## config.mk

```make
export PLATFORM = sky130hd
export DESIGN_NAME = arp_entry_refresh_fsm_top
export DESIGN_NICKNAME = d
export VERILOG_FILES = /design/src/hdl/aer_pkg.sv /design/src/hdl/aer_ctrl.sv /design/src/hdl/aer_dp.sv /design/src/hdl/arp_entry_refresh_fsm_top.sv
export SDC_FILE = /design/constraint.sdc
export NUM_CORES = 1
export LEC_CHECK = 0
export ABC_AREA = 1
export ABC_CLOCK_PERIOD_IN_PS = 7930
export BUFFER_PORTS_ARGS = -buffer_cell sky130_fd_sc_hd__buf_2
export CAP_MARGIN = 20
export CORE_UTILIZATION = 54
export DETAILED_ROUTE_END_ITERATION = 6
export PLACE_DENSITY = 0.81
export SKIP_CTS_REPAIR_TIMING = 1
export SLEW_MARGIN = 20
export SYNTH_ARGS = -nofsm -noshare
export SYNTH_HDL_FRONTEND = slang
export SYNTH_SLANG_ARGS = --single-unit
```

## constraint.sdc

```tcl
create_clock -name clk -period 7.93 [get_ports clk]
set_clock_uncertainty 0.1 [all_clocks]
set_input_delay 1.586 -clock clk [delete_from_list [all_inputs] [get_ports clk]]
set_output_delay 1.586 -clock clk [all_outputs]
set_load 0.01 [all_outputs]
```

## src/hdl/aer_pkg.sv

```systemverilog
`timescale 1ns / 1ps
// Package for the single-entry ARP cache with aging and re-request.
// Holds the word types, code constants and control structs. No dependencies.
package aer_pkg;

  // Command codes on the input word.
  localparam logic [1:0] CMD_TICK    = 2'd0;
  localparam logic [1:0] CMD_LEARN   = 2'd1;
  localparam logic [1:0] CMD_RESOLVE = 2'd2;

  // Action codes on the result word.
  localparam logic [1:0] ACT_NONE    = 2'd0;
  localparam logic [1:0] ACT_HIT     = 2'd1;
  localparam logic [1:0] ACT_MISS    = 2'd2;
  localparam logic [1:0] ACT_REFRESH = 2'd3;

  // Entry modes.
  localparam logic [1:0] MODE_FREE    = 2'd0;
  localparam logic [1:0] MODE_VALID   = 2'd1;
  localparam logic [1:0] MODE_PENDING = 2'd2;

  // Configuration register indexes.
  localparam logic [1:0] REG_TIMER_PERIOD    = 2'd0;
  localparam logic [1:0] REG_VALID_TIMEOUT   = 2'd1;
  localparam logic [1:0] REG_PENDING_TIMEOUT = 2'd2;
  localparam logic [1:0] REG_MAX_RETRIES     = 2'd3;

  // Configuration reset values.
  localparam logic [15:0] TIMER_PERIOD_RST    = 16'd1;
  localparam logic [7:0]  VALID_TIMEOUT_RST   = 8'd5;
  localparam logic [7:0]  PENDING_TIMEOUT_RST = 8'd1;
  localparam logic [7:0]  MAX_RETRIES_RST     = 8'd3;

  // Input word.
  typedef struct packed {
    logic [1:0]  cmd;
    logic [31:0] ip_addr;
    logic [47:0] hw_addr;
  } in_word_t;

  // Result word.
  typedef struct packed {
    logic [1:0]  action;
    logic [47:0] found_mac;
    logic [31:0] request_ip;
    logic [1:0]  entry_status;
  } out_word_t;

  // Commands from the controller to the datapath.
  typedef struct packed {
    logic load;
    logic cfg_write;
  } dp_cmd_t;

  // Controller states: result register empty or holding a word.
  typedef enum logic {
    ST_EMPTY,
    ST_FULL
  } ctrl_state_t;

endpackage

```

## src/hdl/aer_ctrl.sv

```systemverilog
`timescale 1ns / 1ps
// Controller for the ARP entry block: tracks the result register and the handshakes.
// Depends on aer_pkg.
module aer_ctrl (
  input  logic             clk,
  input  logic             rst,
  input  logic             in_valid,
  output logic             in_stall,
  output logic             out_valid,
  input  logic             out_stall,
  input  logic             cfg_valid,
  output logic             cfg_ready,
  output aer_pkg::dp_cmd_t dp_cmd
);
  import aer_pkg::*;

  ctrl_state_t state;
  ctrl_state_t state_next;

  // State register.
  always_ff @(posedge clk) begin
    if (rst) begin
      state <= ST_EMPTY;
    end else begin
      state <= state_next;
    end
  end

  // Next state and handshake outputs. A new word is taken whenever the
  // result register is empty or its word leaves in this cycle.
  always_comb begin
    out_valid        = (state == ST_FULL);
    in_stall         = (state == ST_FULL) && out_stall;
    cfg_ready        = 1'b1;
    dp_cmd.load      = in_valid && !in_stall;
    dp_cmd.cfg_write = cfg_valid;
    state_next       = state;
    case (state)
      ST_EMPTY: begin
        if (dp_cmd.load) state_next = ST_FULL;
      end
      ST_FULL: begin
        if (!out_stall && !dp_cmd.load) state_next = ST_EMPTY;
      end
      default: state_next = ST_EMPTY;
    endcase
  end

endmodule

```

## src/hdl/aer_dp.sv

```systemverilog
`timescale 1ns / 1ps
// Datapath for the ARP entry block: configuration, entry state, aging and result register.
// Depends on aer_pkg.
module aer_dp (
  input  logic              clk,
  input  logic              rst,
  input  aer_pkg::dp_cmd_t  dp_cmd,
  input  aer_pkg::in_word_t in_data,
  input  logic [1:0]        cfg_index,
  input  logic [15:0]       cfg_data,
  output aer_pkg::out_word_t out_data
);
  import aer_pkg::*;

  logic [15:0] timer_period;
  logic [7:0]  valid_timeout;
  logic [7:0]  pending_timeout;
  logic [7:0]  max_retries;

  logic [1:0]  entry_mode;
  logic [31:0] entry_ip;
  logic [47:0] entry_mac;
  logic [7:0]  countdown;
  logic [7:0]  retries_left;
  logic [15:0] prescaler;

  logic [1:0]  entry_mode_next;
  logic [31:0] entry_ip_next;
  logic [47:0] entry_mac_next;
  logic [7:0]  countdown_next;
  logic [7:0]  retries_left_next;
  logic [15:0] prescaler_next;
  out_word_t   result;
  logic [7:0]  count_dec;

  // Configuration registers.
  always_ff @(posedge clk) begin
    if (rst) begin
      timer_period    <= TIMER_PERIOD_RST;
      valid_timeout   <= VALID_TIMEOUT_RST;
      pending_timeout <= PENDING_TIMEOUT_RST;
      max_retries     <= MAX_RETRIES_RST;
    end else if (dp_cmd.cfg_write) begin
      case (cfg_index)
        REG_TIMER_PERIOD:    timer_period    <= cfg_data;
        REG_VALID_TIMEOUT:   valid_timeout   <= cfg_data[7:0];
        REG_PENDING_TIMEOUT: pending_timeout <= cfg_data[7:0];
        REG_MAX_RETRIES:     max_retries     <= cfg_data[7:0];
        default: ;
      endcase
    end
  end

  // Step logic: one word updates the entry and forms its result.
  always_comb begin
    entry_mode_next   = entry_mode;
    entry_ip_next     = entry_ip;
    entry_mac_next    = entry_mac;
    countdown_next    = countdown;
    retries_left_next = retries_left;
    prescaler_next    = prescaler;
    count_dec         = countdown - 8'd1;
    result            = '0;
    case (in_data.cmd)
      CMD_TICK: begin
        if (prescaler >= timer_period) begin
          // Aging step fires.
          prescaler_next = '0;
          if (entry_mode == MODE_VALID) begin
            countdown_next = count_dec;
            if (count_dec == 8'd0) begin
              entry_mode_next   = MODE_PENDING;
              countdown_next    = pending_timeout;
              result.action     = ACT_REFRESH;
              result.request_ip = entry_ip;
            end
          end else if (entry_mode == MODE_PENDING) begin
            countdown_next = count_dec;
            if (count_dec == 8'd0) begin
              if (retries_left == 8'd0) begin
                entry_mode_next = MODE_FREE;
              end else begin
                retries_left_next = retries_left - 8'd1;
                countdown_next    = pending_timeout;
                result.action     = ACT_REFRESH;
                result.request_ip = entry_ip;
              end
            end
          end
        end else begin
          prescaler_next = prescaler + 16'd1;
        end
      end
      CMD_LEARN: begin
        entry_ip_next     = in_data.ip_addr;
        entry_mac_next    = in_data.hw_addr;
        entry_mode_next   = MODE_VALID;
        countdown_next    = valid_timeout;
        retries_left_next = max_retries;
      end
      CMD_RESOLVE: begin
        if (entry_mode == MODE_VALID && entry_ip == in_data.ip_addr) begin
          result.action    = ACT_HIT;
          result.found_mac = entry_mac;
        end else begin
          result.action     = ACT_MISS;
          result.request_ip = in_data.ip_addr;
        end
      end
      default: ;
    endcase
    result.entry_status = entry_mode_next;
  end

  // Entry state registers.
  always_ff @(posedge clk) begin
    if (rst) begin
      entry_mode   <= MODE_FREE;
      entry_ip     <= '0;
      entry_mac    <= '0;
      countdown    <= '0;
      retries_left <= '0;
      prescaler    <= '0;
    end else if (dp_cmd.load) begin
      entry_mode   <= entry_mode_next;
      entry_ip     <= entry_ip_next;
      entry_mac    <= entry_mac_next;
      countdown    <= countdown_next;
      retries_left <= retries_left_next;
      prescaler    <= prescaler_next;
    end
  end

  // Result register.
  always_ff @(posedge clk) begin
    if (dp_cmd.load) begin
      out_data <= result;
    end
  end

endmodule

```

## src/hdl/arp_entry_refresh_fsm_top.sv

```systemverilog
`timescale 1ns / 1ps
// Top level of the single-entry ARP cache with aging and re-request.
// Depends on aer_pkg, aer_ctrl and aer_dp.
//
// Usage:
// - Input channel (in_valid, in_stall, in_data) carries one word per command:
//   a tick, a learn of an IP and MAC pair, or a resolve of an IP.
// - Output channel (out_valid, out_stall, out_data) returns exactly one result
//   word per input word, in order.
// - Configuration channel (cfg_valid, cfg_ready, cfg_index, cfg_data) writes the
//   timer period and the timeouts; cfg_ready is always high. Write only while idle.
// - The result word is registered and appears in the cycle after acceptance.
// - Throughput is one word per cycle while the receiver does not stall; the whole step
//   (compares and counter updates) is done in the single stage in front of the result register.
// - When the receiver stalls, the result word holds and in_stall rises, so no
//   further word is taken until the held word leaves.
// - Reset (synchronous, active high) frees the entry, clears the counters and
//   prescaler, empties the result register and restores the configuration defaults.
module arp_entry_refresh_fsm_top (
  input  logic               clk,
  input  logic               rst,
  input  logic               in_valid,
  output logic               in_stall,
  input  aer_pkg::in_word_t  in_data,
  output logic               out_valid,
  input  logic               out_stall,
  output aer_pkg::out_word_t out_data,
  input  logic               cfg_valid,
  output logic               cfg_ready,
  input  logic [1:0]         cfg_index,
  input  logic [15:0]        cfg_data
);
  import aer_pkg::*;

  dp_cmd_t dp_cmd;

  // Controller.
  aer_ctrl u_ctrl (
    .clk       (clk),
    .rst       (rst),
    .in_valid  (in_valid),
    .in_stall  (in_stall),
    .out_valid (out_valid),
    .out_stall (out_stall),
    .cfg_valid (cfg_valid),
    .cfg_ready (cfg_ready),
    .dp_cmd    (dp_cmd)
  );

  // Datapath.
  aer_dp u_dp (
    .clk       (clk),
    .rst       (rst),
    .dp_cmd    (dp_cmd),
    .in_data   (in_data),
    .cfg_index (cfg_index),
    .cfg_data  (cfg_data),
    .out_data  (out_data)
  );

endmodule

```

# == Word level (Yosys, flattened, before mapping) ==
# Cells that the tools add are included.
# op_classes
order_cmp,1
bitwise_logic,1
muxes,40
n_reduce_logical,21
addsub,3
n_eq_ne,14
# op_table
operator,count
$mux W32,7
$mux W8,11
$pmux W32 S2,1
$eq A32 B32 Y1,1
$pmux W8 S2,2
$mux W2,13
$add A16 B1 Y16 const B,1
$ge A16 B16 Y1,1
$logic_not A8 Y1,2
$mux W16,1
$sub A8 B1 Y8 const B,2
$reduce_and A2 Y1,7
$eq A2 B2 Y1 const B,4
$pmux W2 S2,2
$reduce_and A7 Y1,1
$eq A2 B1 Y1 const B,3
$ne A2 B1 Y1 const B,3
$logic_and A1 B1 Y1,4
$logic_not A2 Y1,2
$ne A2 B2 Y1 const B,2
$reduce_and A4 Y1,1
$logic_not A1 Y1,3
$ne A3 B1 Y1 const B,1
$mux W1,2
other kinds (3),3
# totals
register_bits,239
wordCells,95

# == Longest topological paths before layout ==
# logic_depth
word_depth,7
mapped_depth,16
ltp_nobuf,16

# == By module ==
# From an unflattened synthesis, not the netlist that was laid out.
# hier_totals
cells_unflattened,1197
hier_area_um2,10362.4
# by_module_without_submodules
mod,area_per_inst_um2,instances,cells_each,seq_area_each_um2
aer_dp,10294.9,1,1188,5605.4
aer_ctrl,67.6,1,9,20.0

# == Worst setup path before layout ==
# Ideal clock, no wire load.
# synth_path
path_kind,input to register
from,in out_stall
to,reg u_dp.prescaler[15]
t_required_ps,7700
slack_ps,2462
arrival_time_ps,5238
cell_stages,12
path_cell_list,nand2_1 inv_1 nor2_2 nand2_2 nor2_2 nand2_1 nor2_2 nand2_1 nor2_1 nand2_1 xor2_1 nor3_2
# synth_lines
item,line,source
start: declaration,arp_entry_refresh_fsm_top.sv:26,"input logic out_stall,"
end signal: assignment,aer_dp.sv:130,prescaler <= prescaler_next;
end: declaration,aer_dp.sv:25,logic [15:0] prescaler;

# == Worst setup path after layout ==
# layout_path
from,in out_stall
to,out in_stall
# layout_between
elab_chain_cells,1
# layout_rtl
item,line,source
$logic_and A1 B1 Y1,aer_ctrl.sv:33,in_stall = (state == ST_FULL) && out_stall;
end: declaration,arp_entry_refresh_fsm_top.sv:23,"output logic in_stall,"
# No other way between the ends.

==> key figures <==
Logic synthesis
  – Distinct cells, synth: 47
  – Gate Count Post-Synth: 1262
  – Ys async rst share: 0%
  – Avg Inst Size Synth: 8.32 um2
  – Area leader, netlist: dfxtp_1
  – Most frequent cell after synthesis: nand2_1
  – Top post-synthesis cells by area: dfxtp_1 30%, edfxtp_1 24%, nand2_1 7.5%
  – Post-synth EDFFs: 84
  – Seq cells post-synth: 239
  – Share of the synthesized area in the top cell type: 29.5%
  – Sequential element share of the synthesized area: 53.5%
  – Syn nets: 1388
  – Main synth FF type: dfxtp_1
  – Synthesized area: 10500 um2
  – Top cells by count, synth: 209 x nand2_1, 157 x nor2_1, 155 x dfxtp_1
  – YS warnings: 0

Run
  – Max-capacitance violation count: 0

Placement
  – Port Buffer Count: 190
  – Placed inst area: 11600 um2
  – Detailed Place HPWL: 16600 um
  – Routability cong.: 0.855

STA
  – Final-report setup violation count: 0
  – Count of final hold-check violations: 0
  – RSZ-0062 raised after global routing: no
  – Worst-Margin Slew: 1.01 ns
  – Max Transition Viols Final: 0
  – F_max: 0.274 GHz
  – Post-Route Setup TNS: 0 ns
  – Slew Limit Headroom: 32.4%
  – Crit share post-route: 46.1%
  – Minimum clock period: 3.66 ns
  – Fin Hold WS: 0.353 ns

Drt
  – Vias per cell: 5.30
  – Final WL: 24700 um
  – Via count: 9082
  – Post-DR wirelength/cell: 14.4 um
  – DRT Pass-1 Iters: 7
  – Initial drt markers: 661
  – Drt drc: 0
  – Antenna viol nets, final: 0

Floorplanning
  – Die Span Y: 141 um
  – IO Count: 192
  – Die width: 141 um
  – Die Area: 20000 um2
  – Row cnt: 50
  – Initial Util: 55.6%
  – Core Area: 18900 um2

Critical path
  – Crit-path cells: buf_2 -> nand2_1 -> inv_1 -> buf_2
  – WP buf/inv: 3
  – Critical path's top delay family: buffers and inverters
  – Crit-path max cell delay: 0.15 ns
  – Crit path max-delay cell type: buf_2
  – Critical path peak fanout: 2
  – Setup crit end kind: output port
  – Crit-path most repeated cell: buf_2
  – WS Path Type: primary input to output port
  – Arr. time, crit path: 1.97 ns
  – Req. time, crit path: 6.24 ns
  – Crit path launch type: primary input

Clocking
  – Clock Latency Late Sink: 0.51 ns
  – Clock tree sinks: 239
  – Clk pin slew, worst setup/hold paths: 0.06 ns
  – CTS Root Cell: clkbuf_16
  – Clk buf depth: 3
  – TritonCTS clock tree: done
  – H-tree levels: 1
  – Num CTS Buffers: 25

Finish
  – Area growth, synth to finish: 18.6%
  – Post-route cell area: 12500 um2
  – Nets: 1558
  – Layout cell share with drive strength beyond 1: 19.0%
  – Final core area utilization: 65.9%

Min path
  – Hold crit path type: flip-flop to flip-flop

Pwr
  – Peak VDD IR: 0.135 mV
  – PD cells: 228 nW/um2
  – P_leak: 5.43 nW

Global routing
  – Vias in the first global route: 8247
  – First-pass GRT wire length: 39500 um
  – GRT Residual Overflow: 0
  – Overall Global Routing Usage: 24.4%
  – Pin count of the biggest net entering global routing: 132
  – Initial antenna violation count: 4

Run status
  – Outcome: completed
layer usage:
| layer | up-vias | share of wire, % | global-route usage, % |
|---|---|---|---|
| met4 | 2 | 3.1 | 9.34 |
| met3 | 57 | 7.4 | 3.61 |
| met2 | 354 | 47 | 41.5 |
| li1 | 4499 | - | - |
| met1 | 4170 | 43 | 31.6 |
| met5 | - | 0.057 | 0 |
flip-flops by register name, indices dropped and copies added, names as in the netlist, 8 cells and up:
signal / cells
u_dp.entry_mac: 48
u_dp.max_retries: 8
u_dp.timer_period: 16
u_dp.prescaler: 16
u_dp.retries_left: 8
u_dp.valid_timeout: 8
u_dp.countdown: 8
u_dp.out_data: 84
u_dp.entry_ip: 32
u_dp.pending_timeout: 8
final cells by class:
cell class                 count  area, um2
fill                        1591       6430
sequential                   239       5630
multi-input combinational    825       4120
timing repair buffer         197       1010
clock buffer                  34        722
inverter                     144        542
tap                          260        325
clock inverter                11        114
antenna                        3       7.51
cells in the final DEF, fill, tap and decap left out, types with 2 or more instances in the layout:
cell	n
nand2_1	209
buf_2	190
nor2_1	156
dfxtp_1	155
o21ai_0	148
inv_1	135
a21oi_1	116
edfxtp_1	84
nand3_1	65
clkbuf_16	27
ha_1	21
xor2_1	18
nand4_1	16
nor3_1	12
nor2_2	9
xnor2_1	9
clkinv_2	7
buf_4	6
inv_2	5
clkbuf_1	5
nand2_2	4
nor4_1	4
or2_2	4
diode_2	3
nand3_2	3
o22ai_1	3
clkinv_1	3
o21ai_2	2
nand2_4	2
nor2_8	2
nor2_4	2
nand3b_1	2
nor3_2	2
o21ai_1	2
bufinv_16	2
clkinvlp_4	2
clkbuf_8	2
tightest hold or removal path: stages, from the launching register on:
cell and delay, ns:
dfxtp_1 0.29, inv_1 0.06, a21oi_1 0.05
power breakdown:
group	internal [mW]	switching, mW	total [mW]
logic	0.108	0.203	0.311
clock network	0.704	0.475	1.18
registers	1.33	0.0262	1.36
kinds of logic (layout without fill, tap and decap cells):
group / count (synthesis) / count (layout) / share of synthesized area [%]
XOR/XNOR: 28 / 28 / 2.41
other: 1 / 4 / 0.0357
adder cells (fa/ha/maj): 21 / 21 / 2.50
buffers and inverters: 198 / 386 / 7.34
AND/OR/NAND/NOR: 497 / 497 / 20.6
AO/OA/AOI/OAI: 278 / 278 / 13.5
flip-flops: 239 / 239 / 53.5
path summary, 6_finish.rpt:
kind                            depth (start not counted)  slack (ns)                from                  to
worst min register to register                          2        0.35  u_dp.entry_mac[42]  u_dp.entry_mac[42]
worst max register to register                         12        5.13    u_ctrl.out_valid  u_dp.prescaler[15]
worst min-delay path                                    2        0.35  u_dp.entry_mac[42]  u_dp.entry_mac[42]
worst max-delay path                                    4        4.27           out_stall            in_stall
through the flow:
stage | setup WS, ns | std cells | total power [mW]
after floorplan | 2.46 | 1262 | 1.58
after global placement | 3.77 | 1665 | 1.68
after detailed placement | 3.63 | 1665 | 1.69
after CTS | 4.15 | 1710 | 2.86
after global routing | 4.06 | 1713 | 2.97
final | 4.27 | 1713 | 2.85
No activity file was read; power rests on OpenSTA's default activity.
